`src/sv/ttl_pkg.sv`:
```
package ttl_pkg;

  localparam int MAP_COLS       = 64;
  localparam int MAP_ROWS       = 32;
  localparam int GLYPH_BYTES    = 131072;
  localparam int COLOUR_ENTRIES = 32768;

  localparam int MAP_DEPTH   = MAP_COLS * MAP_ROWS;
  localparam int MAP_AW      = (MAP_DEPTH > 1) ? $clog2(MAP_DEPTH) : 1;
  localparam int GLYPH_AW    = $clog2(GLYPH_BYTES);
  localparam int GLYPH_TILES = GLYPH_BYTES / 128;
  localparam int COLOUR_AW   = $clog2(COLOUR_ENTRIES);

  localparam int ADDR_W = 17;
  localparam int DATA_W = 24;
  localparam int X_W    = 10;
  localparam int Y_W    = 9;
  localparam int GROUP_W = 7;

  localparam int QUEUE_DEPTH = 4;
  localparam int QUEUE_PW    = $clog2(QUEUE_DEPTH);

  localparam logic [15:0] BLANK_ENTRY = 16'h03BF;
  localparam logic [3:0]  PEN_CLEAR   = 4'h0;
  localparam logic [3:0]  PEN_HOLE    = 4'hF;

  typedef enum logic [1:0] {
    FUNC_MAP_WR    = 2'd0,
    FUNC_GLYPH_WR  = 2'd1,
    FUNC_COLOUR_WR = 2'd2,
    FUNC_RENDER    = 2'd3
  } func_e;

  // One classified item waiting for the back end.
  typedef struct packed {
    func_e               func;
    logic [ADDR_W-1:0]   addr;
    logic [DATA_W-1:0]   data;
    logic [MAP_AW-1:0]   map_idx;
    logic                outside;
    logic [3:0]          fx;
    logic [3:0]          fy;
  } item_t;

endpackage

```
`src/sv/ttl_queue.sv`:
```
module ttl_queue (
  input  logic           clk_i,
  input  logic           rst_ni,
  input  logic           push_i,
  input  ttl_pkg::item_t item_i,
  input  logic           pop_i,
  output logic           full_o,
  output logic           avail_o,
  output ttl_pkg::item_t head_o
);
  import ttl_pkg::*;

  item_t                 mem_q [QUEUE_DEPTH];
  logic [QUEUE_PW-1:0]   wr_q, wr_d, rd_q, rd_d;
  logic [QUEUE_PW:0]     cnt_q, cnt_d;

  assign full_o  = (cnt_q == (QUEUE_PW+1)'(QUEUE_DEPTH));
  assign avail_o = (cnt_q != '0);
  assign head_o  = mem_q[rd_q];

  always_comb begin
    wr_d  = push_i ? wr_q + 1'b1 : wr_q;
    rd_d  = pop_i  ? rd_q + 1'b1 : rd_q;
    cnt_d = cnt_q;
    if (push_i && !pop_i) begin
      cnt_d = cnt_q + 1'b1;
    end else if (!push_i && pop_i) begin
      cnt_d = cnt_q - 1'b1;
    end
  end

  always_ff @(posedge clk_i or negedge rst_ni) begin
    if (!rst_ni) begin
      wr_q  <= '0;
      rd_q  <= '0;
      cnt_q <= '0;
    end else begin
      wr_q  <= wr_d;
      rd_q  <= rd_d;
      cnt_q <= cnt_d;
    end
  end

  always_ff @(posedge clk_i) begin
    if (push_i) begin
      mem_q[wr_q] <= item_i;
    end
  end

endmodule

```
`config.mk`:
```
export PLATFORM = sky130hd
export DESIGN_NAME = ttl_queue
export DESIGN_NICKNAME = d
export VERILOG_FILES = /design/src/sv/ttl_pkg.sv /design/src/sv/ttl_queue.sv
export SDC_FILE = /design/constraint.sdc
export NUM_CORES = 1
export LEC_CHECK = 0
export ABC_AREA = 1
export BUFFER_PORTS_ARGS = -buffer_cell sky130_fd_sc_hd__clkbuf_2
export CORE_MARGIN = 1
export CORE_UTILIZATION = 40
export CTS_CLUSTER_DIAMETER = 80
export CTS_CLUSTER_SIZE = 40
export DETAILED_ROUTE_END_ITERATION = 6
export GPL_TIMING_DRIVEN = 0
export SLEW_MARGIN = 0
export SYNTH_ARGS = -nofsm -noshare
export SYNTH_HDL_FRONTEND = slang
export SYNTH_SLANG_ARGS = --single-unit
```
`constraint.sdc`:
```
create_clock -name clk_i -period 5.13 [get_ports clk_i]
set_input_delay 0 -clock clk_i [delete_from_list [all_inputs] [get_ports clk_i]]
set_output_delay 0 -clock clk_i [all_outputs]
set_load 0.005 [all_outputs]
```
-- Word level (Yosys, flattened, before mapping)
Memory sizes are Yosys's and may differ from the RTL's.
Index checks and enable logic that the tools add are counted.
- $add $sub $neg: 4
- multipliers: 0
- divide/modulo/power cells: 0
- magnitude comparators: 0
- equality and inequality tests: 1
- shift-type cells: 0
- muxes and demuxes: 4
- bitwise gates (word level): 0
- reductions and logical operators: 6
- operators with widths (operator ; count):
    $mux 3 ; 2
    $add 2x1->2 const B ; 2
    $add 3x1->3 const B ; 1
    $eq 3x3->1 const B ; 1
    $reduce_bool 3->1 ; 1
    $sub 3x1->3 const B ; 1
    $logic_and 1x1->1 ; 2
    $logic_not 1->1 ; 2
    $mux 1 ; 2
    $reduce_bool 2->1 ; 1
- bits in registers: 7
- latch bits: 0
- RAM bits: 252
- memory bits (read-only): 0
- bits of input ports: 67
- output and inout port bits: 65
- logic and storage cells: 19
- memories kept: 1
- memories (name ; words ; bits a word ; rd ports ; clocked after Yosys merged registers in ; write ports ; RTL line ; text):
    mem_q ; 4 ; 63 ; 1 ; 0 ; 1 ; ttl_queue.sv:13 ; item_t mem_q [QUEUE_DEPTH];

-- Logic depth before layout (Yosys ltp)
Gate-level depths: netlist (run 1).
- word-level depth: 4
- depth in mapped cells: 9
- gate-level depth less buffers: 9

-- Least setup slack after synthesis (run 1)
No wires, ideal clock.
- path kind: register to register
- start: reg wr_q[0]
- end: mem mem_q[2][0] (netlist name), enable pin
- setup time: 0.417 ns
- arrival: 1.895 ns
- path slack: 2.817 ns
- cell stages (with the launch flop): 5
- period minus slack after synthesis: 2.313 ns
- cells stage by stage: dfrtp_1 inv_1 ha_1 nand2_1 inv_1
- RTL lines (element ; RTL line ; text):
    from (decl) ; ttl_queue.sv:14 ; logic [QUEUE_PW-1:0] wr_q, wr_d, rd_q, rd_d;
    from (signal assigned) ; ttl_queue.sv:38 ; wr_q <= wr_d;
    to (decl) ; ttl_queue.sv:13 ;
Straight into the memory's write port.

==> results of run 1 <==
-- state kept, by name (all words and copies together) (netlist names) --
register	flops
cnt_q	3
mem_q	252
rd_q	2
wr_q	2
-- cell type report --
cell class              count  share of cell area [%]
clock buffers              13                   2.528
multi-input cells         344                   15.82
clock inverters             7                  0.8751
inverters                 138                   4.123
plain buffers              42                   2.295
repair buffers            202                   10.93
well taps                 335                   3.257
flip-flops and latches    259                   60.17
-- kinds of logic after synthesis --
kind of cell | share of synthesized area [%]
compound gates | 10.72
xor+xnor | 0.3308
buf+inv | 7.700
fa+ha+maj | 0.7795
flops | 73.08
simple gates | 7.382
-- cell usage after synthesis --
cell type,number,area (µm²)
edfxtp_1,252,7567
nand2_1,203,762.0
inv_1,137,514.2
o211ai_1,89,668.1
o211ai_2,37,462.9
buf_2,25,125.1
buf_6,11,123.9
dfrtp_1,7,175.2
ha_1,5,62.56
clkbuf_1,3,11.26
xor2_1,3,26.28
buf_4,2,15.01
buf_12,1,20.02
fa_1,1,20.02
inv_4,1,6.260
nand3_1,1,5.000
nand4_1,1,6.260
nor2_1,1,3.750
nor3_1,1,5.000
o21ai_1,1,5.000
xnor2_1,1,8.760
-- path summary, 6_finish.rpt --
check / from / end / slack, ns / cells past startpoint
worst max register to register: wr_q[0] / mem_q[2][45] / 3.35 / 5
worst min-delay path: item_i[15] / mem_q[2][15] / 0.27 / 2
worst max-delay path: rd_q[1] / head_o[51] / 3.22 / 5
min in group asynchronous: rst_ni / cnt_q[0] / 0.49 / 3
worst min register to register: cnt_q[2] / cnt_q[2] / 0.50 / 2
max in group asynchronous: rst_ni / cnt_q[2] / 4.36 / 3
-- metal layers --
layer	share of wire, %	up-vias
li1	-	3142
met1	43	3002
met2	52	119
met3	4.0	18
met4	1.2	0
met5	0	-
-- through the flow --
stage	power, µW	cells	hold WS (ns)	instance area (µm²)
after floorplan	4463	783	-0.2956	10590
after global placement	5504	1249	-0.1388	11670
after detailed placement	5546	1253	-0.1350	11760
after CTS	6770	1340	0.2521	12870
after global routing	7094	1340	0.2600	12870
final	6649	1340	0.2721	12870
-- power groups by stage --
stage               combinational (µW)  sequential, µW  clock (µW)
finish                            2590            2860        1190
global route                      2900            2890        1300
CTS                               2680            2860        1230
detailed placement                2630            2910           0
global placement                  2560            2950           0
floorplan                         1550            2910           0
-- critical path, cell delays in order (launching register included) --
cell and delay (ns):
dfrtp_1 0.34, buf_4 0.20, clkbuf_1 0.47, o211ai_1 0.17, nand2_1 0.13, clkbuf_2 0.13
==> results.toml, run 1 <==
[clock_network]
clock_latency_ns = 0.48
cts.sinks = 259
hold_buffers = 67
clockBufferDepth = 3
cts_buffers = 13
cts.clk_slew.worst_paths_ns = 0.12
root_buffer = "clkbuf_16"
post_cts_buffers = 0
cts_resized = 0
tritoncts = "done"
ctsHtreeMaxLevel = 1

[placement]
numPortBuffers = 131
place.detailed.hpwl_um = 13470
place_congestion = 0.6938
dp_slack_ns = 3.332

[final_layout]
fillers = 2269
final_cell_mix = "252 x edfxtp_1, 203 x nand2_1, 133 x inv_1, 131 x clkbuf_2, 89 x o211ai_1"
multi_input_area_um2 = 2036
drive_gt1_share_pct = 23.48
mostFrequentLayoutCell = "edfxtp_1"
antenna_cells = 0
seq_area_um2 = 7742
final_core_util_pct = 49.52
nNetsFinal = 1073
areaGrowthSynthToFinish_pct = 21.46

[pwr]
switching_share_pct = 36.11
powerDensity_nw_per_um2 = 516.8
pwr-share-seq_pct = 43.0
p_sw_uw = 2401
pwr-share-clk_pct = 18.0
p_int_uw = 4248
ir_drop_mv = 0.2181
pwr-share-comb_pct = 39.0
p_leak_uw = 0.005241

[die]
io_pins = 132
die_h_um = 164.7
die_area_um2 = 27140
core-area_um2 = 25980
std_cell_rows = 59
die_w_um = 164.7
start_util_pct = 40.77

[routing]
dr.first_iter.drc_count = 296
route.detailed.wl_per_inst_um = 16.44
drtAntennaViolNets = 0
via_per_inst = 4.687
dr.pass1.iters = 4
wl_um = 22040
drc = 0
num_vias = 6281

[sta]
rsz0062_at_grt = "false"
slew_violations = 0
finalWorstSetupSlack_ns = 3.225
period_minus_slack_ns = 1.905
finClkSkew_ns = 0.01320
period_share_pct = 37.14
slew_headroom_pct = 62.56
setup_viol = 0
fin_tns_setup_ns = 0
tightest_slew_ns = 0.5617
finalHoldViolations = 0
max_freq_mhz = 524.9

[global_route]
grt_use_total_pct = 16.26
grt_pass1_wl_um = 33140
grt-ovfl-total = 0
grt_max_degree = 37
grt_pass1_vias = 6042
antenna_found_initial = 0
top_usage_layer = "met2"
grt_use_met1_pct = 21.56
use_met3_pct = 1.808
gr-usage-met2_pct = 28.72

[min_path]
worstHoldPathType = "in -> reg"

[worst_setup_path]
crit_type = "reg -> out"
critPathArrivalTime_ns = 1.91
cp-start-kind = "flop"
worstPathRequired_ns = 5.13
cp-end-kind = "output pin"
worst-path-max-fanout = 10

[synthesis]
ys_ff_latch = 259
synthCells = 783
yosys_warnings = 0
ys_seq_area_share_pct = 73.08
syn_area_um2 = 10590
syn_avg_cell_area_um2 = 13.53
syn_nets = 856
synth.distinct_cells = 21

[flow_run]
maxCapViolations = 0

[outcome]
outcome = "complete, no violations"
Note: power is estimated with default switching activity, not from simulation.
==> run 2, diff against run 1 <==
==> constraint.sdc (replaced) <==
create_clock -name clk_i -period 1.95 [get_ports clk_i]
set_input_delay 0 -clock clk_i [delete_from_list [all_inputs] [get_ports clk_i]]
set_output_delay 0 -clock clk_i [all_outputs]
set_load 0.005 [all_outputs]
==> results.toml, run 2 (synthesis gave the netlist of run 1 again) <==
[pwr]
ir_drop_mv = 0.7103
powerDensity_nw_per_um2 = 1366
p_leak_uw = 0.005263

[global_route]
grt-ovfl-total = 0
grt_pass1_vias = 6064
grt_pass1_wl_um = 33710
grt_max_degree = 39
antenna_found_initial = 0
grt_use_total_pct = 16.71

[worst_setup_path]
crit_chain = "buf_4 > inv_4 > clkbuf_4 > o211ai_1 > nand2_1 > clkbuf_2"
crit_type = "reg -> out"
crit_family = "buffers and inverters"
worstPathRequired_ns = 1.95
crit_slowest_cell = "dfrtp_1"
cp-start-kind = "flop"
cp_slowest_stage_delay_ns = 0.37
cp-end-kind = "output pin"
path_buf_inv = 4
worst-path-max-fanout = 10
critPathArrivalTime_ns = 1.82

[die]
die_h_um = 164.7
start_util_pct = 40.77
std_cell_rows = 59
core-area_um2 = 25980
die_area_um2 = 27140
io_pins = 132
die_w_um = 164.7

[sta]
slew_headroom_pct = 66.95
rsz0062_at_grt = "false"
finClkSkew_ns = 0.02284
holdWs_ns = 0.2530
max_freq_mhz = 550.5
finalHoldViolations = 0
period_minus_slack_ns = 1.817
setup_viol = 0
fin_tns_setup_ns = 0
tightest_slew_ns = 0.4930
slew_violations = 0
period_share_pct = 93.16

[final_layout]
largest_register_ffs = 252
fillers = 2269
mostFrequentLayoutCell = "edfxtp_1"
drive_gt1_share_pct = 25.32
reg_top3 = "mem_q x252, cnt_q x3"
areaGrowthSynthToFinish_pct = 22.79
antenna_cells = 0
final_cell_mix = "252 x edfxtp_1, 199 x nand2_1, 133 x clkbuf_2, 132 x inv_1, 89 x o211ai_1"
nNetsFinal = 1082
regMostFlops = "mem_q"

[clock_network]
ctsHtreeMaxLevel = 1
cts_buffers = 13
cts.sinks = 259
root_buffer = "clkbuf_16"
tritoncts = "done"
clock_latency_ns = 0.49
cts.clk_slew.worst_paths_ns = 0.12
clockBufferDepth = 3

[placement]
place.detailed.hpwl_um = 13660
numPortBuffers = 131
place_congestion = 0.6891

[routing]
drc = 0
dr.first_iter.drc_count = 309
dr.pass1.iters = 5
via_per_inst = 4.721
wl_um = 22610
num_vias = 6374
drtAntennaViolNets = 0
route.detailed.wl_per_inst_um = 16.75

[min_path]
worstHoldPathType = "in -> reg"

[flow_run]
maxCapViolations = 0

[outcome]
outcome = "complete, no violations"
[run 2: cell count changes in the layout (fill, tap and decap cells not counted), moves of 4 or more]
cell / change
ha_2: +4
ha_1: -4
clkinvlp_4: +6
buf_2: -6
buf_4: +5
inv_4: -4
clkbuf_4: +5
nand2_1: -4
nand2_2: +4
[run 2: per-stage QoR]
stage	area (µm²)	util (%)	worst slack, ns	cells	total power (µW)
finish	13010	50.06	0.1333	1350	17770
global route	13010	50.06	0.01964	1350	18890
CTS	12960	49.86	0.0002325	1345	17960
detailed placement	11830	45.53	-0.2538	1255	14680
global placement	11700	45.04	-0.9337	1249	14480
floorplan	10630	-	-0.02773	783	11760
[run 2: final cells by class]
type	count	area (µm²)	share of cell area, %
clock inverters	8	113.9	0.8753
plain buffers	42	312.8	2.405
clock buffers	13	325.3	2.501
well taps	335	419.2	3.222
flip-flops and latches	259	7742	59.52
inverters	138	535.5	4.117
multi-input cells	344	2056	15.80
repair inverters	3	20.02	0.1539
repair buffers	208	1484	11.41
[run 2: repair_timing]
| item | CTS | global route |
|---|---|---|
| hold endpoints to repair | 264 | 0 |
| gates resized for setup | 2 | 11 |
| hold buffers | 67 | 0 |
| setup endpoints to repair | 126 | 131 |
| gates cloned | 2 | 1 |
| buffers inserted | 0 | 4 |
[run 2: report_power, final]
group | internal (µW) | switching (µW) | leakage, µW
Combinational | 2710 | 4370 | 0.00265
Clock | 1340 | 1820 | 0.000212
Sequential | 7260 | 264 | 0.00240
[run 2: metal layers]
layer | vias to the layer above | GRT usage [%] | share of wire (%)
met5 | - | 0 | 0
met4 | 0 | 3.003 | 1.1
met3 | 19 | 2.009 | 4.4
met2 | 133 | 29.64 | 50
met1 | 3060 | 22.15 | 44
li1 | 3162 | - | -
[run 2: final timing paths]
| check | start | depth (start not counted) | slack (ns) | endpoint |
|---|---|---|---|---|
| max reg2reg | wr_q[0] | 5 | 0.22 | mem_q[2][6] |
| min | item_i[52] | 2 | 0.25 | mem_q[3][52] |
| min in group asynchronous | rst_ni | 3 | 0.50 | rd_q[0] |
| max in group asynchronous | rst_ni | 3 | 1.18 | rd_q[1] |
| min reg2reg | cnt_q[2] | 2 | 0.50 | cnt_q[2] |
| max | rd_q[1] | 6 | 0.13 | head_o[46] |
